File: src/ubxr_pkg.sv
// Shared types and constants for the binary frame receiver.
// No dependencies; used by every module of the block.
package ubxr_pkg;

  // Frame sync pattern
  localparam logic [7:0] SYNC_FIRST  = 8'hB5;
  localparam logic [7:0] SYNC_SECOND = 8'h62;

  // Stream and register port widths
  localparam int IN_TDATA_W  = 56;
  localparam int OUT_TDATA_W = 112;
  localparam int CFG_ADDR_W  = 4;
  localparam int CFG_DATA_W  = 32;

  // Register indexes (word address)
  localparam logic [1:0] REG_MAX_LEN  = 2'd0;
  localparam logic [1:0] REG_REJECT_A = 2'd1;
  localparam logic [1:0] REG_REJECT_B = 2'd2;
  localparam logic [1:0] REG_REJECT_EN = 2'd3;

  localparam logic [15:0] MAX_LEN_RESET = 16'd1024;

  typedef enum logic [3:0] {
    PH_SYNC1   = 4'd0,
    PH_SYNC2   = 4'd1,
    PH_CLASS   = 4'd2,
    PH_ID      = 4'd3,
    PH_LEN1    = 4'd4,
    PH_LEN2    = 4'd5,
    PH_PAYLOAD = 4'd6,
    PH_CKA     = 4'd7,
    PH_CKB     = 4'd8
  } phase_t;

  typedef enum logic [1:0] {
    ST_GOOD      = 2'd0,
    ST_BAD_CKSUM = 2'd1,
    ST_TOO_LONG  = 2'd2,
    ST_REJECTED  = 2'd3
  } status_t;

  typedef enum logic {
    KIND_PAYLOAD = 1'b0,
    KIND_VERDICT = 1'b1
  } kind_t;

  typedef struct packed {
    logic [15:0] max_payload_len;
    logic [7:0]  reject_class_a;
    logic [7:0]  reject_class_b;
    logic [1:0]  reject_enable;
  } cfg_t;

  typedef struct packed {
    kind_t       kind;
    logic [7:0]  payload_byte;
    logic [15:0] payload_index;
    status_t     status;
    logic [7:0]  msg_class;
    logic [7:0]  msg_id;
    logic [15:0] payload_length;
    logic [47:0] frame_time;
  } result_t;

endpackage

File: src/ubxr_parser.sv
// Front end: frame state machine with running Fletcher checksum.
// Depends on ubxr_pkg; emits at most one result item per accepted byte.
module ubxr_parser (
  input  logic             clk,
  input  logic             rst_n,
  input  ubxr_pkg::cfg_t   cfg,
  input  logic             in_fire,
  input  logic [7:0]       rx_byte,
  input  logic [47:0]      time_stamp,
  output logic             res_push,
  output ubxr_pkg::result_t res
);

  ubxr_pkg::phase_t phase_r, phase_nxt;
  logic [7:0]  class_r, class_nxt;
  logic [7:0]  id_r, id_nxt;
  logic [15:0] len_r, len_nxt;
  logic [15:0] count_r, count_nxt;
  logic [7:0]  sum_a_r, sum_a_nxt;
  logic [7:0]  sum_b_r, sum_b_nxt;
  logic [7:0]  rx_sum_a_r, rx_sum_a_nxt;
  logic [47:0] start_time_r, start_time_nxt;

  logic [7:0]  add_a;
  logic [7:0]  add_b;
  logic [15:0] len_full;
  logic [15:0] count_inc;
  logic        reject_hit;

  // Running checksum step and length helpers
  assign add_a      = sum_a_r + rx_byte;
  assign add_b      = sum_b_r + add_a;
  assign len_full   = {rx_byte, len_r[7:0]};
  assign count_inc  = count_r + 16'd1;
  assign reject_hit = (cfg.reject_enable[0] && (rx_byte == cfg.reject_class_a)) ||
                      (cfg.reject_enable[1] && (rx_byte == cfg.reject_class_b));

  // State register
  always_ff @(posedge clk) begin
    if (!rst_n) begin
      phase_r      <= ubxr_pkg::PH_SYNC1;
      class_r      <= '0;
      id_r         <= '0;
      len_r        <= '0;
      count_r      <= '0;
      sum_a_r      <= '0;
      sum_b_r      <= '0;
      rx_sum_a_r   <= '0;
      start_time_r <= '0;
    end else begin
      phase_r      <= phase_nxt;
      class_r      <= class_nxt;
      id_r         <= id_nxt;
      len_r        <= len_nxt;
      count_r      <= count_nxt;
      sum_a_r      <= sum_a_nxt;
      sum_b_r      <= sum_b_nxt;
      rx_sum_a_r   <= rx_sum_a_nxt;
      start_time_r <= start_time_nxt;
    end
  end

  // Next state and result item
  always_comb begin
    phase_nxt      = phase_r;
    class_nxt      = class_r;
    id_nxt         = id_r;
    len_nxt        = len_r;
    count_nxt      = count_r;
    sum_a_nxt      = sum_a_r;
    sum_b_nxt      = sum_b_r;
    rx_sum_a_nxt   = rx_sum_a_r;
    start_time_nxt = start_time_r;
    res_push       = 1'b0;

    res.kind           = ubxr_pkg::KIND_VERDICT;
    res.payload_byte   = '0;
    res.payload_index  = '0;
    res.status         = ubxr_pkg::ST_GOOD;
    res.msg_class      = class_r;
    res.msg_id         = id_r;
    res.payload_length = len_r;
    res.frame_time     = start_time_r;

    if (in_fire) begin
      case (phase_r)
        ubxr_pkg::PH_SYNC2: begin
          phase_nxt = (rx_byte == ubxr_pkg::SYNC_SECOND) ? ubxr_pkg::PH_CLASS
                                                         : ubxr_pkg::PH_SYNC1;
        end
        ubxr_pkg::PH_CLASS: begin
          if (reject_hit) begin
            // Abort the frame with the offending class
            res_push           = 1'b1;
            res.status         = ubxr_pkg::ST_REJECTED;
            res.msg_class      = rx_byte;
            res.msg_id         = '0;
            res.payload_length = '0;
            phase_nxt          = ubxr_pkg::PH_SYNC1;
          end else begin
            class_nxt = rx_byte;
            sum_a_nxt = rx_byte;
            sum_b_nxt = rx_byte;
            phase_nxt = ubxr_pkg::PH_ID;
          end
        end
        ubxr_pkg::PH_ID: begin
          id_nxt    = rx_byte;
          sum_a_nxt = add_a;
          sum_b_nxt = add_b;
          phase_nxt = ubxr_pkg::PH_LEN1;
        end
        ubxr_pkg::PH_LEN1: begin
          len_nxt   = {8'd0, rx_byte};
          sum_a_nxt = add_a;
          sum_b_nxt = add_b;
          phase_nxt = ubxr_pkg::PH_LEN2;
        end
        ubxr_pkg::PH_LEN2: begin
          len_nxt   = len_full;
          sum_a_nxt = add_a;
          sum_b_nxt = add_b;
          count_nxt = '0;
          if (len_full > cfg.max_payload_len) begin
            res_push           = 1'b1;
            res.status         = ubxr_pkg::ST_TOO_LONG;
            res.payload_length = len_full;
            phase_nxt          = ubxr_pkg::PH_SYNC1;
          end else if (len_full == 16'd0) begin
            phase_nxt = ubxr_pkg::PH_CKA;
          end else begin
            phase_nxt = ubxr_pkg::PH_PAYLOAD;
          end
        end
        ubxr_pkg::PH_PAYLOAD: begin
          sum_a_nxt         = add_a;
          sum_b_nxt         = add_b;
          res_push          = 1'b1;
          res.kind          = ubxr_pkg::KIND_PAYLOAD;
          res.payload_byte  = rx_byte;
          res.payload_index = count_r;
          count_nxt         = count_inc;
          if (count_inc >= len_r) begin
            phase_nxt = ubxr_pkg::PH_CKA;
          end
        end
        ubxr_pkg::PH_CKA: begin
          rx_sum_a_nxt = rx_byte;
          phase_nxt    = ubxr_pkg::PH_CKB;
        end
        ubxr_pkg::PH_CKB: begin
          res_push   = 1'b1;
          res.status = ((rx_sum_a_r == sum_a_r) && (rx_byte == sum_b_r)) ?
                       ubxr_pkg::ST_GOOD : ubxr_pkg::ST_BAD_CKSUM;
          phase_nxt  = ubxr_pkg::PH_SYNC1;
        end
        default: begin
          // Hunt for the first sync byte and latch its time
          phase_nxt = ubxr_pkg::PH_SYNC1;
          if (rx_byte == ubxr_pkg::SYNC_FIRST) begin
            start_time_nxt = time_stamp;
            phase_nxt      = ubxr_pkg::PH_SYNC2;
          end
        end
      endcase
    end
  end

endmodule

File: src/ubxr_queue.sv
// Back end: short result queue that drives the output channel.
// Depends on ubxr_pkg for the result item type.
module ubxr_queue #(
  parameter int DEPTH = 4
) (
  input  logic              clk,
  input  logic              rst_n,
  input  logic              push,
  input  ubxr_pkg::result_t push_data,
  input  logic              pop,
  output logic              full,
  output logic              not_empty,
  output ubxr_pkg::result_t head
);

  localparam int PTR_W = (DEPTH > 1) ? $clog2(DEPTH) : 1;
  localparam int CNT_W = $clog2(DEPTH + 1);
  localparam logic [PTR_W-1:0] LAST_PTR = PTR_W'(DEPTH - 1);
  localparam logic [CNT_W-1:0] FULL_CNT = CNT_W'(DEPTH);

  ubxr_pkg::result_t mem [DEPTH];
  logic [PTR_W-1:0] wr_ptr_r, wr_ptr_nxt;
  logic [PTR_W-1:0] rd_ptr_r, rd_ptr_nxt;
  logic [CNT_W-1:0] count_r, count_nxt;
  logic do_push;
  logic do_pop;

  assign full      = (count_r == FULL_CNT);
  assign not_empty = (count_r != '0);
  assign do_push   = push && !full;
  assign do_pop    = pop && not_empty;
  assign head      = mem[rd_ptr_r];

  // Pointer and fill count update
  always_comb begin
    wr_ptr_nxt = wr_ptr_r;
    rd_ptr_nxt = rd_ptr_r;
    count_nxt  = count_r;
    if (do_push) begin
      wr_ptr_nxt = (wr_ptr_r == LAST_PTR) ? '0 : wr_ptr_r + 1'b1;
    end
    if (do_pop) begin
      rd_ptr_nxt = (rd_ptr_r == LAST_PTR) ? '0 : rd_ptr_r + 1'b1;
    end
    case ({do_push, do_pop})
      2'b10:   count_nxt = count_r + 1'b1;
      2'b01:   count_nxt = count_r - 1'b1;
      default: count_nxt = count_r;
    endcase
  end

  always_ff @(posedge clk) begin
    if (!rst_n) begin
      wr_ptr_r <= '0;
      rd_ptr_r <= '0;
      count_r  <= '0;
    end else begin
      wr_ptr_r <= wr_ptr_nxt;
      rd_ptr_r <= rd_ptr_nxt;
      count_r  <= count_nxt;
    end
  end

  // Store the pushed item
  always_ff @(posedge clk) begin
    if (do_push) begin
      mem[wr_ptr_r] <= push_data;
    end
  end

endmodule

File: src/ubx_frame_receiver.sv
// Top level of the binary frame receiver: register port, parser and result queue.
// Depends on ubxr_pkg, ubxr_parser and ubxr_queue.
//
// Usage:
//   in_*  : one received byte per item, tdata = {time_stamp[47:0], rx_byte[7:0]}.
//   out_* : result items; tuser = kind (0 payload byte, 1 frame verdict),
//           tdata carries byte, index, status, class, id, length and frame time.
//   cfg_* : APB-style register port, words at byte address 4*index; write only
//           while no item is in flight.
// Throughput: one byte per cycle while the result queue is not full; the parser
// updates its checksum and phase in the cycle the byte is accepted.
// Each result item is written into the result queue at the accepting edge and
// offered on out_ from the queue head.
// Reset (synchronous, rst_n low) returns the parser to sync hunting, empties
// the queue and restores register defaults (max payload length 1024).
// When the receiver stalls, results collect in a QUEUE_DEPTH-item queue;
// in_tready drops only once that queue is full.
module ubx_frame_receiver #(
  parameter int QUEUE_DEPTH = 4
) (
  input  logic                                clk,
  input  logic                                rst_n,
  // rx_byte [7:0], time_stamp [55:8]
  input  logic [ubxr_pkg::IN_TDATA_W-1:0]     in_tdata,
  input  logic                                in_tvalid,
  output logic                                in_tready,
  // payload_byte [7:0], payload_index [23:8], status [25:24], msg_class [33:26],
  // msg_id [41:34], payload_length [57:42], frame_time [105:58], zero [111:106]
  output logic [ubxr_pkg::OUT_TDATA_W-1:0]    out_tdata,
  // kind [0]
  output logic                                out_tuser,
  output logic                                out_tvalid,
  input  logic                                out_tready,
  input  logic                                cfg_psel,
  input  logic                                cfg_penable,
  input  logic                                cfg_pwrite,
  input  logic [ubxr_pkg::CFG_ADDR_W-1:0]     cfg_paddr,
  input  logic [ubxr_pkg::CFG_DATA_W-1:0]     cfg_pwdata,
  output logic [ubxr_pkg::CFG_DATA_W-1:0]     cfg_prdata,
  output logic                                cfg_pready
);

  ubxr_pkg::cfg_t    cfg_r, cfg_nxt;
  ubxr_pkg::result_t res;
  ubxr_pkg::result_t head;
  logic              res_push;
  logic              q_full;
  logic              in_fire;
  logic              cfg_wr;

  assign cfg_pready = 1'b1;
  assign cfg_wr     = cfg_psel && cfg_penable && cfg_pwrite && cfg_pready;
  assign in_tready  = !q_full;
  assign in_fire    = in_tvalid && in_tready;

  // Register writes
  always_comb begin
    cfg_nxt = cfg_r;
    if (cfg_wr) begin
      case (cfg_paddr[3:2])
        ubxr_pkg::REG_MAX_LEN:   cfg_nxt.max_payload_len = cfg_pwdata[15:0];
        ubxr_pkg::REG_REJECT_A:  cfg_nxt.reject_class_a  = cfg_pwdata[7:0];
        ubxr_pkg::REG_REJECT_B:  cfg_nxt.reject_class_b  = cfg_pwdata[7:0];
        ubxr_pkg::REG_REJECT_EN: cfg_nxt.reject_enable   = cfg_pwdata[1:0];
        default:                 cfg_nxt = cfg_r;
      endcase
    end
  end

  always_ff @(posedge clk) begin
    if (!rst_n) begin
      cfg_r.max_payload_len <= ubxr_pkg::MAX_LEN_RESET;
      cfg_r.reject_class_a  <= '0;
      cfg_r.reject_class_b  <= '0;
      cfg_r.reject_enable   <= '0;
    end else begin
      cfg_r <= cfg_nxt;
    end
  end

  // Register reads
  always_comb begin
    case (cfg_paddr[3:2])
      ubxr_pkg::REG_MAX_LEN:   cfg_prdata = {16'd0, cfg_r.max_payload_len};
      ubxr_pkg::REG_REJECT_A:  cfg_prdata = {24'd0, cfg_r.reject_class_a};
      ubxr_pkg::REG_REJECT_B:  cfg_prdata = {24'd0, cfg_r.reject_class_b};
      ubxr_pkg::REG_REJECT_EN: cfg_prdata = {30'd0, cfg_r.reject_enable};
      default:                 cfg_prdata = '0;
    endcase
  end

  ubxr_parser u_parser (
    .clk        (clk),
    .rst_n      (rst_n),
    .cfg        (cfg_r),
    .in_fire    (in_fire),
    .rx_byte    (in_tdata[7:0]),
    .time_stamp (in_tdata[55:8]),
    .res_push   (res_push),
    .res        (res)
  );

  ubxr_queue #(
    .DEPTH (QUEUE_DEPTH)
  ) u_queue (
    .clk       (clk),
    .rst_n     (rst_n),
    .push      (res_push),
    .push_data (res),
    .pop       (out_tready),
    .full      (q_full),
    .not_empty (out_tvalid),
    .head      (head)
  );

  // Pack the head item onto the output channel
  assign out_tuser = head.kind;
  assign out_tdata = {6'd0, head.frame_time, head.payload_length, head.msg_id,
                      head.msg_class, head.status, head.payload_index,
                      head.payload_byte};

endmodule

File: config.mk
export PLATFORM = sky130hd
export DESIGN_NAME = ubx_frame_receiver
export DESIGN_NICKNAME = d
export VERILOG_FILES = /design/src/ubxr_pkg.sv /design/src/ubxr_parser.sv /design/src/ubxr_queue.sv /design/src/ubx_frame_receiver.sv
export SDC_FILE = /design/constraint.sdc
export NUM_CORES = 1
export LEC_CHECK = 0
export BUFFER_PORTS_ARGS = -buffer_cell sky130_fd_sc_hd__buf_2
export CORE_MARGIN = 8
export CORE_UTILIZATION = 40
export DETAILED_ROUTE_END_ITERATION = 8
export GPL_ROUTABILITY_DRIVEN = 0
export HOLD_SLACK_MARGIN = 0.15
export MAX_ROUTING_LAYER = met4
export SYNTH_ARGS = -nofsm -noshare
export SYNTH_HDL_FRONTEND = slang
export SYNTH_SLANG_ARGS = --single-unit
File: constraint.sdc
create_clock -name clk -period 4.4 [get_ports clk]
set_input_delay 0.22 -clock clk [delete_from_list [all_inputs] [get_ports clk]]
set_output_delay 0.22 -clock clk [all_outputs]
set_load 0.05 [all_outputs]
After elaboration in Yosys (flattened, before gate mapping)
Memory sizes are Yosys's and may differ from the RTL's. A register that Yosys moved wholly into a read port is not among the register bits.
Cells that the tools add are included.
{ "word_totals": {"register_bits": 165, "latchBits": 0, "ramBits": 428, "mem_bits_ro": 0, "inputBits": 99, "out_inout_bits": 148, "mem_count": 1} }
{ "classes": {"addsub": 7, "mul": 0, "n_div": 0, "order_cmp": 2, "n_eq_ne": 24, "n_shift": 0, "n_mux": 33, "bitwise": 3, "n_reduce_logical": 33} }
{ "mem_list": {"columns": ["memory", "words", "width", "rd", "rd_ports_with_merged_regs", "wr", "line_no", "rtl"], "rows": [
  ["u_queue.mem", 4, 107, 1, 1, 1, "ubxr_queue.sv:21", "ubxr_pkg::result_t mem [DEPTH];"]
]} }
{ "ops": {"columns": ["cell", "count"], "rows": [
  ["$pmux 32 s4", 1],
  ["$pmux 16 s2", 3],
  ["$mux 59", 1],
  ["$mux 34", 1],
  ["$eq 8x8->1", 4],
  ["$mux 16", 2],
  ["$pmux 4 s8", 1],
  ["$pmux 8 s2", 2],
  ["$mux 25", 1],
  ["$reduce_and 2->1", 9],
  ["$add 16x1->16 const B", 1],
  ["$add 8x8->8", 2],
  ["$eq 4x3->1 const B", 4],
  ["$ge 16x16->1", 1],
  ["$gt 16x16->1", 1],
  ["$logic_not 16->1", 1],
  ["$mux 2", 7],
  ["$reduce_and 3->1", 4],
  ["$eq 2x2->1 const B", 5],
  ["$eq 4x2->1 const B", 2],
  ["$eq 8x7->1 const B", 1],
  ["$eq 8x8->1 const B", 1],
  ["$logic_and 1x1->1", 8],
  ["$mux 1", 8],
  ["24 further kinds", 31]
]} }

Longest topological paths before layout
Gate-level depths: netlist (run 1).
{ "logic_depth": {"ltp_word": 9, "mapped_depth": 15, "depth_no_buf": 15} }

Cells and area by module
A second synthesis (run 1) with hierarchy kept.
{ "unflattened": {"hier_cells": 1764, "area_unflattened_um2": 25031.5} }
{ "modules_own_cells": {"columns": ["mod", "instances", "cells_per_inst", "area_per_inst_um2"], "rows": [
  ["ubxr_queue", 1, 615, 15909.0],
  ["ubxr_parser", 1, 958, 7388.3],
  ["ubx_frame_receiver", 1, 191, 1734.2]
]} }

Least setup slack after synthesis (run 1)
No wires, ideal clock.
{ "synth_timing": {"kind": "reg2reg", "startpoint": "register cfg_r[33] in the netlist's numbering", "endpoint": "memory u_queue.mem[0][0] in the netlist's numbering, enable pin", "setup_time_ns": 0.478, "t_arrival_ns": 4.144, "setup_slack_ns": -0.222, "stages_incl_launch_ff": 10, "n_path_buf": 0, "synth_period_minus_slack_ns": 4.622, "path_cell_list": "dfxtp_1 -> inv_1 -> ha_1 -> nand4_1 -> nor4_1 -> a21boi_0 -> a211o_1 -> o211ai_1 -> nand2_1 -> and2_1"} }
{ "synth_between": {"elab_chain_len": 7} }
{ "synth_rtl": {"columns": ["element", "line_no", "rtl"], "rows": [
  ["start: declaration", "ubx_frame_receiver.sv:43", "ubxr_pkg::cfg_t cfg_r, cfg_nxt;"],
  ["start signal: assignment", "ubx_frame_receiver.sv:77", "cfg_r <= cfg_nxt;"],
  ["$gt 16x16->1", "ubxr_parser.sv:124", "if (len_full > cfg.max_payload_len) begin"],
  ["$mux 1", "ubxr_parser.sv:124", null],
  ["$pmux 1 s3", "ubxr_parser.sv:86", "case (phase_r)"],
  ["$mux 1", "ubxr_parser.sv:85", "if (in_fire) begin"],
  ["$logic_and 1x1->1", "ubxr_queue.sv:30", "assign do_push = push && !full;"],
  ["$mux 1", "ubxr_queue.sv:66", "if (do_push) begin"],
  ["$mux 1 (not written as such)", "ubxr_queue.sv:67", "mem[wr_ptr_r] <= push_data;"],
  ["end: declaration", "ubxr_queue.sv:21", null]
]} }
No other way between the ends.

Final worst setup path (run 1)
{ "layout_timing": {"startpoint": "input in_tdata[1] in the netlist's numbering", "endpoint": "register u_queue.count_r[2]"} }
{ "layout_between": {"elab_chain_len": 9, "elab_cells_between_ends": 15, "cone_classes": "order compare: 1; eq/ne: 4; mux: 5; reduce/logical: 5"} }
{ "layout_rtl": {"columns": ["element", "line_no", "rtl"], "rows": [
  ["start: declaration", "ubx_frame_receiver.sv:24", "input logic [ubxr_pkg::IN_TDATA_W-1:0] in_tdata,"],
  ["branches (longest 4 deep; another with $gt 16x16->1)", null, null],
  ["$pmux 1 s3 (*)", "ubxr_parser.sv:86", null],
  ["$mux 1 (*)", "ubxr_parser.sv:85", null],
  ["$logic_and 1x1->1 (*)", "ubxr_queue.sv:30", null],
  ["$eq 2x1->1 or $eq 2x2->1 (tied branches)", "ubxr_queue.sv:45", "case ({do_push, do_pop})"],
  ["$pmux 3 s2 or $reduce_bool 2->1 (tied branches)", null, null],
  ["end signal: assignment", "ubxr_queue.sv:60", "count_r <= count_nxt;"],
  ["end: declaration", "ubxr_queue.sv:24", "logic [CNT_W-1:0] count_r, count_nxt;"]
]} }
Every way passes the cells marked *.
A chain may end at the register's enable or synchronous reset.

==> summary.md, run 1 <==
| Metric | Value |
|---|---|
| WL final | `58600 um` |
| Non-filler cells, final | `2908` |
| First-pass GRT wire length | `90780 um` |
| Maximum VDD drop | `238.5 uV` |
| Final #Nets | `2176` |
| Clock share of power | `44.2%` |
| CP max FO | `13` |
| Tmin final | `3.602 ns` |
| Row count | `91` |
| Syn. warnings | `0` |
| Largest net degree at the start of global routing | `73` |
| Hpwl dp | `37090 um` |
| Internal | `9654 uW` |
| Total core area | `0.06171 sq mm` |
| Io pins | `247` |
| Initial antenna violation count | `0` |
| Root buffer cell | `clkbuf_16` |
| DIE AREA | `0.07064 sq mm` |
| Count of final setup violators | `0` |
| Vias in the first global route | `15730` |
| TritonCTS clock tree | `done` |
| Setup Skew | `0.01919 ns` |
| Chip Width | `265.8 um` |
| Mapped Cells | `1748` |
| CTS Hold Bufs | `67` |
| Worst skew pair latency | `0.59 ns` |
| Final Hold Violating Endpoints | `0` |
| Flops & latches, synth | `595` |
| ANT nets after route | `0` |
| DR vias | `14860` |
| Flop2flop setup slack | `0.90 ns` |
| Critical Path Start Type | `primary input` |
| N_diodes | `0` |
| Sequential Power Share | `48.5%` |
| Status | `complete, no violations` |
| Crit path kind | `primary input to flop` |
| Post-synth top area share | `51.50%` |
| RSZ-0062 raised after global routing | `no` |
| Asr flop ratio synth | `0%` |
| Net switching power | `2796 uW` |
| DRC viols | `0` |
| Max Clk Rate | `277.7 MHz` |
| Final Max Slew Viols | `0` |
| # Post-CTS Setup Buffers | `0` |
| Area grow syn2layout | `19.40%` |
| Pwr dens | `417.8 mW/mm^2` |
| GRT Util Overall | `16.91%` |
| Final period utilization | `81.85%` |
| Max_cap viols | `0` |
| Initial Utilization | `40.44%` |
| Drt first-iter violations | `947` |
| Die H | `265.8 um` |
| Total CTS buffers | `66` |
| Placed cell count | `2723` |
| Layout cells sized above 1 | `22.65%` |
| Synth top area cells | `edfxtp_1 51%, dfxtp_1 13%, mux4_2 9.8%` |
| Clk sinks | `595` |
| Setup crit end kind | `flop` |
| Fin Setup TNS | `0 ns` |
| Prevailing post-synth register cell | `edfxtp_1` |
| Wire per inst | `20.15 um` |
| Post-synthesis area per instance | `14.28 sq um` |
| Clk pin slew, worst setup/hold paths | `0.06 ns` |
| Distinct cells, synth | `61` |
| Vias per std cell | `5.109` |
| Synth area leader | `edfxtp_1` |
| Hold WC Path Type | `primary input to flop` |
| Worst EP required | `4.90 ns` |
| Post-CTS Resized | `0` |
| Switching part of the total | `22.46%` |
| Synth Cell Area | `0.02496 sq mm` |
| Number of H-tree levels | `3` |
| IO Port Bufs | `205` |
| Post-synth EDFFs | `428` |
| P_leak | `0.01042 uW` |
| Clock Path Buffers | `3` |
| GR Overflow Total | `0` |
| First drt pass iteration count | `5` |
| Worst slew pin tran | `1.083 ns` |
| Worst EP arrival | `4.10 ns` |
| Post-synthesis sequential area ratio | `64.89%` |
| Worst rel slew slack | `27.81%` |
| Combinational share of power | `7.3%` |
[sequential cells by signal, indices dropped and copies added (netlist names), named ones only]
| name | cells |
|---|---|
| u_queue.mem | 428 |
| u_parser.start_time_r | 48 |
| cfg_r | 34 |
| u_parser.count_r | 16 |
| u_parser.len_r | 16 |
| u_parser.class_r | 8 |
| u_parser.id_r | 8 |
| u_parser.rx_sum_a_r | 8 |
| u_parser.sum_a_r | 8 |
| u_parser.sum_b_r | 8 |
| u_parser.phase_r | 4 |
| u_queue.count_r | 3 |
| u_queue.rd_ptr_r | 2 |
| u_queue.wr_ptr_r | 2 |
[worst max-delay path, cell delays in order]
cell and delay [ns]:
dlygate4sd3_1 0.51, buf_2 0.37, ha_1 0.33, a21o_1 0.16
a21o_1 0.17, a21oi_1 0.20, nor2_1 0.09, o211ai_1 0.37
nand2_1 0.23, inv_1 0.19, ha_1 0.20, inv_1 0.06
fa_1 0.37, xor2_1 0.16, or3_1 0.30, a21boi_0 0.16
[synthesized netlist by cell type, types with 16 or more instances]
master      n
inv_1      48
nand3_1    21
a21boi_0   38
a21oi_1    85
nor2_1     63
ha_1       53
nand2_1   199
a21o_1     16
mux2i_1    49
edfxtp_1  428
buf_2      16
buf_4      23
o21ai_0    44
nor3_1     23
xnor2_1    52
dfxtp_1   167
mux4_2    109
and2_1     49
clkbuf_1   69
nor2b_1    65
[metrics by stage]
stage	util [%]	area [sq um]	power (uW)	worst slack (ns)	hold WS, ns
global route	48.29	29800	12870	0.5739	0.2039
finish	48.29	29800	12450	0.7984	0.2064
detailed placement	43.69	26960	7031	0.7661	0.4486
global placement	43.69	26960	7020	0.7822	0.4452
CTS	48.29	29800	12600	0.8501	0.1646
floorplan	-	25040	6808	0.9649	0.3560
[area by class of cell]
type                       count  area, sq um
clock buffer                  93         1857
clock inverter                25        311.5
fill                        5407        31910
inverter                      48        180.2
multi-input combinational   1006         8114
sequential                   595        16200
tap                          837         1047
timing repair buffer         304         2087
[logic make-up after synthesis]
logic type               count (synthesis)  share of synthesized area [%]
XOR/XNOR                                63                          2.211
adder cells (fa/ha/maj)                 56                          2.898
AND/OR/NAND/NOR                        470                          9.084
other                                    2                        0.03009
buffers and inverters                  168                          3.043
AO/OA/AOI/OAI                          233                          5.906
flip-flops                             595                          64.89
multiplexers                           161                          11.94
[metal layers]
layer | part of all wire (%) | wire length (um) | up-vias | track usage [%]
met5 | 0 | 0 | - | -
met4 | 2.0 | 1143 | 0 | 4.805
met3 | 4.7 | 2768 | 76 | 2.971
met2 | 49 | 28980 | 347 | 28.16
met1 | 44 | 25710 | 7467 | 21.20
li1 | - | - | 6968 | -
[cell usage in the layout (no fill, tap or decap), drive strengths merged, types with 23 or more instances in the layout]
cell and n:
nor2b 65, o21ai 46, a21boi 38, nand2 199
dfxtp 167, mux2i 49, dlygate4sd3 67, conb 23
a21oi 85, clkbuf 93, ha 53, edfxtp 428
nor3 24, and2 49, nor2 64, mux4 109
inv 52, xnor2 52, buf 237
[path summary, 6_finish.rpt]
check / endpoint / depth (start not counted) / start
worst max-delay path: u_queue.count_r[2] / 16 / in_tdata[1]
worst max register to register: u_queue.count_r[2] / 12 / u_parser.phase_r[2]
worst min-delay path: u_parser.phase_r[3] / 5 / in_tvalid
worst min register to register: cfg_r[32] / 2 / cfg_r[32]
[power groups by stage]
stage / registers, uW / clock network [uW] / logic (uW)
final: 6040 / 5500 / 910
after global routing: 6040 / 5840 / 987
after CTS: 6040 / 5640 / 921
after detailed placement: 6160 / 0 / 872
after global placement: 6160 / 0 / 864
after floorplan: 6140 / 0 / 672
Power figures use the tool's default switching activity.
==> run 2: changes to the inputs <==
ABC_AREA = 1   (was unset)
clock period = 3.25 ns   (was 4.4 ns; I/O delays follow)
==> run 2 against run 1 <==
Against the previous run:
- synthesized cell count grew 37%
- die area grew 0.68%
- combinational power grew to 5.8 times the previous value
- total power grew 68%
- sequential cell count is the same
- synthesized area grew 0.73%
- critical path depth shrank 6
- final cell count grew 23%
- count of clock-buffer cells in the layout shrank 23
- wire length grew 18%
- sequential share of layout area shrank 1.1 points
- critical path type is now flop to flop
==> summary.md, run 2 <==
| Metric | Value |
|---|---|
| Post-synthesis sequential area ratio | `64.42% (was 64.89%)` |
| Asr flop ratio synth | `0% (unchanged)` |
| Vias in the first global route | `18570 (was 15730)` |
| Net switching power | `7233 uW (was 2796 uW)` |
| Max_cap viols | `0 (unchanged)` |
| Status | `complete, no violations (unchanged)` |
| Crit path kind | `flop to flop (was primary input to flop)` |
| Critical Path Start Type | `flop (was primary input)` |
| Switching part of the total | `34.50% (was 22.46%)` |
| TritonCTS clock tree | `done (unchanged)` |
| First drt pass iteration count | `6 (was 5)` |
| ANT nets after route | `0 (unchanged)` |
| Mapped Cells | `2390 (was 1748)` |
| Main combinational cell family by area after synthesis | `compound AO/OA/AOI/OAI gates (was multiplexers)` |
| Max Clk Rate | `335.1 MHz` |
| Worst EP arrival | `3.34 ns (was 4.10 ns)` |
| N_diodes | `0 (unchanged)` |
| RSZ-0062 raised after global routing | `no (unchanged)` |
| Setup crit end kind | `flop (unchanged)` |
| Worst EP required | `3.60 ns (was 4.90 ns)` |
| Fin util | `48.57% (was 48.29%)` |
| GRT Util Overall | `19.27% (was 16.91%)` |
| Final Max Slew Viols | `0 (unchanged)` |
| P_leak | `0.01208 uW (was 0.01042 uW)` |
| Post-synth EDFFs | `428 (unchanged)` |
| Maximum VDD drop | `431.4 uV (was 238.5 uV)` |
| Drt first-iter violations | `1255 (was 947)` |
| Largest net degree at the start of global routing | `145 (was 73)` |
| Root buffer cell | `clkbuf_16 (unchanged)` |
| DRC viols | `0 (unchanged)` |
| Wire per inst | `19.34 um (was 20.15 um)` |
| Post-synth top cells | `428 x edfxtp_1, 413 x nor2_1, 365 x o21ai_0 (was 428 x edfxtp_1, 199 x nand2_1, 167 x dfxtp_1)` |
| Commonest non-fill, non-tap cells in the layout | `428 x edfxtp_1, 408 x nor2_1, 365 x o21ai_0 (was 428 x edfxtp_1, 205 x buf_2, 199 x nand2_1)` |
| Worst slew pin tran | `0.9044 ns (was 1.083 ns)` |
| Largest registers | `u_queue.mem (428), u_parser.start_time_r (48), cfg_r (34) (unchanged)` |
| Chip Width | `266.7 um (was 265.8 um)` |
| Synth top area cells | `edfxtp_1 51%, dfxtp_1 13%, o21ai_0 7.3% (was edfxtp_1 51%, dfxtp_1 13%, mux4_2 9.8%)` |
| Sequential Area | `0.01620 sq mm (about the same)` |
| Pwr dens | `689.2 mW/mm^2 (was 417.8 mW/mm^2)` |
| DIE AREA | `0.07113 sq mm (was 0.07064 sq mm)` |
| Final period utilization | `91.83%` |
| Count of final setup violators | `0 (unchanged)` |
| Row count | `92 (was 91)` |
| Worst rel slew slack | `39.38% (was 27.81%)` |
| Tmin final | `2.984 ns` |
| Clock share of power | `35.1% (was 44.2%)` |
| Post-synthesis compound-gate area fraction | `13.67% (was 5.906%)` |
| Mux cell area share after synthesis | `0% (was 11.94%)` |
| Initial Utilization | `40.15% (was 40.44%)` |
| Vias per std cell | `5.203 (was 5.109)` |
| Clk pin slew, worst setup/hold paths | `0.06 ns (about the same)` |
| Final #Nets | `2827 (was 2176)` |
| Setup Skew | `0.01981 ns (was 0.01919 ns)` |
| Placed cell count | `3350 (was 2723)` |
| Flops & latches, synth | `595 (unchanged)` |
| Synth Area in Adders | `2.877% (was 2.898%)` |
| Post-synth top area share | `51.12% (was 51.50%)` |
| Syn. warnings | `0 (unchanged)` |
| Hpwl dp | `42930 um (was 37090 um)` |
| WL final | `69000 um (was 58600 um)` |
| First-pass GRT wire length | `105200 um (was 90780 um)` |
| Layout cells sized above 1 | `15.17% (was 22.65%)` |
| Total power draw | `20960 uW (was 12450 uW)` |
| Final Hold Violating Endpoints | `0 (unchanged)` |
| Non-filler cells, final | `3568 (was 2908)` |
| Io pins | `247 (unchanged)` |
| Synth Cell Area | `0.02514 sq mm (was 0.02496 sq mm)` |
| Post-synthesis area per instance | `10.52 sq um (was 14.28 sq um)` |
| Synth Area in XOR/XNOR | `1.324% (was 2.211%)` |
| Max FFs per register | `428 (unchanged)` |
| Synth area leader | `edfxtp_1 (unchanged)` |
| Hold WC Path Type | `primary input to flop (unchanged)` |
| Worst skew pair latency | `0.64 ns (was 0.59 ns)` |
| Count leader, synth | `edfxtp_1 (unchanged)` |
| Clk sinks | `595 (unchanged)` |
| DR vias | `18570 (was 14860)` |
| Prevailing post-synth register cell | `edfxtp_1 (unchanged)` |
| Total CTS buffers | `59 (was 66)` |
| Combinational share of power | `25.3% (was 7.3%)` |
| DP Worst Slack | `0.3115 ns (was 0.7661 ns)` |
| Number of H-tree levels | `2 (was 3)` |
| Commonest non-fill, non-tap cell in the layout | `edfxtp_1 (unchanged)` |
| Distinct cells, synth | `44 (was 61)` |
| Synth Area in Simple Gates | `12.45% (was 9.084%)` |
| Multi-input logic area | `0.007818 sq mm (was 0.008114 sq mm)` |
| Total core area | `0.06262 sq mm (was 0.06171 sq mm)` |
| IO Port Bufs | `205 (unchanged)` |
| CP max FO | `9 (was 13)` |
| Area grow syn2layout | `20.99% (was 19.40%)` |
| Internal | `13730 uW (was 9654 uW)` |
| Initial antenna violation count | `0 (unchanged)` |
| Clock Path Buffers | `3 (unchanged)` |
| Post-CTS Resized | `0 (unchanged)` |
| Top reg by flops | `u_queue.mem (unchanged)` |
| Setup ws final | `0.2656 ns (was 0.7984 ns)` |
| Sequential Power Share | `39.6% (was 48.5%)` |
| Die H | `266.7 um (was 265.8 um)` |
| Hold WS | `0.1722 ns (was 0.2064 ns)` |
| FILL cells | `5632 (was 5407)` |
| GR Overflow Total | `0 (unchanged)` |
## run 2: cell count changes after synthesis, moves of 46 or more
cell / change
nor2_1: +350
mux4_2: -109
xnor2_1: -46
nor2b_1: -65
and2_1: -49
inv_1: +89
mux2i_1: -49
o22ai_1: +112
o21ai_0: +321
## run 2: final timing paths
| path | cells after the start | slack, ns | startpoint | endpoint |
|---|---|---|---|---|
| setup / recovery | 10 | 0.27 | cfg_r[26] | u_queue.mem[3][62] |
| hold reg to reg | 2 | 0.45 | u_parser.class_r[1] | u_parser.class_r[1] |
| hold / removal | 5 | 0.17 | cfg_pwrite | cfg_r[7] |
| setup reg to reg | 10 | 0.27 | cfg_r[26] | u_queue.mem[3][62] |
## run 2: cells by family after synthesis
logic type	count (synthesis)
AOI/OAI and AO/OA	639
xor gates and xnor gates	38
adders and majority gates	56
buffers and inverters	307
DFF	595
other	2
and+or+nand+nor	753
## run 2: cell type report
cell class | count | share of cell area (%)
Sequential cell | 595 | 53.27
Multi-Input combinational cell | 1509 | 25.70
Timing Repair Buffer | 360 | 8.745
Clock buffer | 70 | 5.121
Tap cell | 846 | 3.480
Clock inverter | 41 | 1.847
Inverter | 147 | 1.831
## run 2: power groups by stage
stage	combinational, uW	clock (uW)	sequential, uW
floorplan	3880	0	8360
global placement	5210	0	8470
detailed placement	5280	0	8470
CTS	5360	7470	8310
global route	5680	7760	8320
finish	5310	7350	8310
## run 2: repair_timing
| action | in CTS | in global routing |
|---|---|---|
| hold buffers | 107 | 0 |
| buffers inserted | 0 | 0 |
| endpoints found under the hold margin | 120 | 0 |
## run 2: critical path, stage by stage, from the launching register on
cell,delay (ns)
dfxtp_1,0.33
inv_1,0.07
ha_1,0.27
nand4_1,0.11
nor3_2,0.29
nand3_1,0.17
nand2_1,0.35
nand2_1,0.19
nor2_1,0.49
o21ai_0,0.18
o21ai_0,0.26
## run 2: metal layers
layer | track usage [%] | share of wire (%) | up-vias
li1 | - | - | 8907
met1 | 23.66 | 42 | 8979
met2 | 32.57 | 49 | 554
met3 | 2.947 | 6.0 | 125
met4 | 6.190 | 3.0 | 0
met5 | - | 0 | -
## run 2: stage by stage
step	setup TNS [ns]	cell area (sq um)
3_5_place_dp	0	27230
6_report	0	30420
4_1_cts	0	30420
3_3_place_gp	0	27230
2_1_floorplan	-37.49	25320
5_1_grt	0	30420
==> run 3: changes to the inputs <==
clock period = 3 ns   (was 3.25 ns; I/O delays follow)
==> run 3 against run 2 <==
Against the previous run:
- core utilization rose by 0.48 points
- clock power is 12% higher
- wire length increased by 1.3%
- total power up 10%
- clock skew is 0.024 ns higher
- maximum frequency increased by 5.8%
- non-clock buffer count rose by 11
- via count increased by 0.86%
- sequential share of layout area decreased by 0.52 points
- critical path depth is 6 higher
- combinational power is 9.6% higher
- critical path type unchanged
- largest cell class unchanged
- largest power group unchanged
==> summary.md, run 3 (synthesized netlist as in run 2, its figures left out) <==
| Metric | Value |
|---|---|
| First drt pass iteration count | `7 (was 6)` |
| Pwr dens | `750.4 mW/mm^2 (was 689.2 mW/mm^2)` |
| Final #Nets | `2840 (was 2827)` |
| HP Start | `in_tdata[42] (was cfg_pwrite)` |
| Worst-case reg-to-reg path depth | `16 (was 10)` |
| CP max stage delay | `0.42 ns (was 0.49 ns)` |
| Worst skew pair latency | `0.64 ns (about the same)` |
| Commonest non-fill, non-tap cells in the layout | `428 x edfxtp_1, 408 x nor2_1, 364 x o21ai_0 (was 428 x edfxtp_1, 408 x nor2_1, 365 x o21ai_0)` |
| Crit path kind | `flop to flop (unchanged)` |
| TritonCTS clock tree | `done (unchanged)` |
| Top reg by flops | `u_queue.mem (unchanged)` |
| Max Clk Rate | `354.4 MHz (was 335.1 MHz)` |
| Number of H-tree levels | `2 (unchanged)` |
| Maximum VDD drop | `512.2 uV (was 431.4 uV)` |
| Hpwl dp | `43560 um (was 42930 um)` |
| Flop2flop setup slack | `0.18 ns (was 0.27 ns)` |
| Clk pin slew, worst setup/hold paths | `0.06 ns (about the same)` |
| Total CTS buffers | `61 (was 59)` |
| Crit-path leading delay family | `adder cells (was simple AND/OR/NAND/NOR gates)` |
| Met3 wire len | `3824 um (was 4172 um)` |
| Final Max Slew Viols | `0 (unchanged)` |
| Largest net degree at the start of global routing | `137 (was 145)` |
| Final period utilization | `94.05% (was 91.83%)` |
| Worst rel slew slack | `31.19% (was 39.38%)` |
| Tmin final | `2.821 ns (was 2.984 ns)` |
| Initial Utilization | `40.15% (unchanged)` |
| Slowest cell on the critical path | `fa_1 (was nor2_1)` |
| Multi-input logic area | `0.007836 sq mm (was 0.007818 sq mm)` |
| Sequential Area | `0.01620 sq mm (unchanged)` |
| Initial antenna violation count | `0 (unchanged)` |
| Total core area | `0.06262 sq mm (unchanged)` |
| Row count | `92 (unchanged)` |
| Clock Path Buffers | `3 (unchanged)` |
| Top layer used by detailed routing | `met4 (unchanged)` |
| Vias per std cell | `5.225 (was 5.203)` |
| Crit path cell chain | `inv_1 -> ha_1 -> nand2_1 -> o21ai_0 -> a21oi_1 -> nand2_1 -> nand3_2 -> nand3_4 -> nand2_8 -> ha_1 -> inv_1 -> fa_1 -> a21oi_2 -> o21ai_1 -> o21ai_0 -> a21oi_1 (was inv_1 -> ha_1 -> nand4_1 -> nor3_2 -> nand3_1 -> nand2_1 -> nand2_1 -> nor2_1 -> o21ai_0 -> o21ai_0)` |
| Count of final setup violators | `0 (unchanged)` |
| Die H | `266.7 um (unchanged)` |
| Clk sinks | `595 (unchanged)` |
| FILL cells | `5635 (was 5632)` |
| Root buffer cell | `clkbuf_16 (unchanged)` |
| Max_cap viols | `0 (unchanged)` |
| Critical R2R Launch | `cfg_r[33] (was cfg_r[26])` |
| Worst EP arrival | `3.35 ns (was 3.34 ns)` |
| Setup ws final | `0.1786 ns (was 0.2656 ns)` |
| GR Overflow Total | `0 (unchanged)` |
| Reg-to-reg endpoint | `u_queue.count_r[2] (was u_queue.mem[3][62])` |
| Commonest non-fill, non-tap cell in the layout | `edfxtp_1 (unchanged)` |
| Setup Skew | `0.04381 ns (was 0.01981 ns)` |
| Wire per inst | `19.50 um (was 19.34 um)` |
| Chip Width | `266.7 um (unchanged)` |
| DP Worst Slack | `0.1961 ns (was 0.3115 ns)` |
| Metal2 WL | `34870 um (was 34060 um)` |
| DRC viols | `0 (unchanged)` |
| Final Hold Violating Endpoints | `0 (unchanged)` |
| Vias in the first global route | `18780 (was 18570)` |
| First-pass GRT wire length | `106600 um (was 105200 um)` |
| GRT Util Overall | `19.55% (was 19.27%)` |
| N_diodes | `0 (unchanged)` |
| Total power draw | `23050 uW (was 20960 uW)` |
| WHS Path Cells | `4 (was 5)` |
| DIE AREA | `0.07113 sq mm (unchanged)` |
| Hold WC Path Type | `primary input to flop (unchanged)` |
| Critical path buffers and inverters | `2 (was 1)` |
| Status | `complete, no violations (unchanged)` |
| CP max FO | `5 (was 9)` |
| Area grow syn2layout | `22.19% (was 20.99%)` |
| Setup crit end kind | `flop (unchanged)` |
| WL final | `69880 um (was 69000 um)` |
| DR vias | `18730 (was 18570)` |
| Max FFs per register | `428 (unchanged)` |
| Worst slew pin tran | `1.027 ns (was 0.9044 ns)` |
| Io pins | `247 (unchanged)` |
| Worst EP required | `3.53 ns (was 3.60 ns)` |
| Hold endpoint | `u_parser.start_time_r[34] (was cfg_r[7])` |
| ANT nets after route | `0 (unchanged)` |
| Wl on met1 | `29140 um (was 28720 um)` |
| Layout cells sized above 1 | `15.81% (was 15.17%)` |
| Critical Path Start Type | `flop (unchanged)` |
| P_leak | `0.01221 uW (was 0.01208 uW)` |
| IO Port Bufs | `205 (unchanged)` |
| Largest registers | `u_queue.mem (428), u_parser.start_time_r (48), cfg_r (34) (unchanged)` |
| Drt first-iter violations | `1285 (was 1255)` |
==> run 3: cell count changes in the layout (fill, tap and decap cells not counted), moves of 2 or more <==
cell	delta
clkbuf_16	+4
nor3_2	+2
clkinv_1	+2
nor3_1	-2
clkinvlp_4	-8
clkbuf_1	+7
clkinv_2	-2
buf_4	+10
dlygate4sd3_1	-8
buf_12	+9
==> run 3: worst max-delay path by stage <==
stage	start	to	slack (ns)	cells after the start
after floorplan	cfg_r[29]	u_queue.mem[0][0]	-0.35	10
after global placement	in_tdata[1]	u_queue.count_r[2]	0.25	15
after detailed placement	u_parser.count_r[1]	u_parser.phase_r[1]	0.20	16
after CTS	flop	out_tdata[25]	0.16	4
after global routing	cfg_r[21]	u_queue.count_r[2]	-0.02	20
final	cfg_r[33]	u_queue.count_r[2]	0.18	16
==> run 3: power breakdown <==
| group | total [uW] | switching [uW] | internal [uW] |
|---|---|---|---|
| clock network | 8240 | 3240 | 5000 |
| logic | 5820 | 4440 | 1380 |
| registers | 8990 | 150 | 8840 |
| total | 23000 | 7830 | 15200 |
==> run 3: worst register-to-register path: cells and delay by family, from the launching register on <==
kind	cells	cell delay (ns)
AO/OA/AOI/OAI	6	0.77
adder cells (fa/ha/maj)	3	0.85
buffers and inverters	2	0.15
flip-flops	1	0.33
AND/OR/NAND/NOR	5	0.59
==> run 3: metal layers <==
layer	track usage [%]	vias up
met2	33.31	527
met5	-	-
met3	3.555	116
li1	-	8952
met4	6.381	0
met1	23.36	9130
==> run 3: area by class of cell <==
type	instances	area share (%)
clock buffer	81	5.483
clock inverter	35	1.764
inverter	147	1.813
multi-input combinational	1509	25.51
sequential	595	52.75
tap	846	3.446
timing repair buffer	371	9.230
==> run 3: timing repair <==
action	4_1_cts	5_1_grt
resized for setup	0	6
setup buffers	0	1
hold endpoints to repair	135	0
hold buffers	99	0
endpoints found under the setup margin	0	6
==> run 3: per-stage QoR <==
stage	utilization [%]	hold WS (ns)	instances	TNS (ns)	instance area, sq um
6_report	49.05	0.2950	3584	0	30720
5_1_grt	49.05	0.2781	3584	-0.02042	30720
4_1_cts	49.01	0.2375	3583	0	30690
3_5_place_dp	43.87	0.3881	3368	0	27470
3_3_place_gp	43.87	0.3833	3368	0	27470
2_1_floorplan	-	0.2804	2411	-144.49	25320
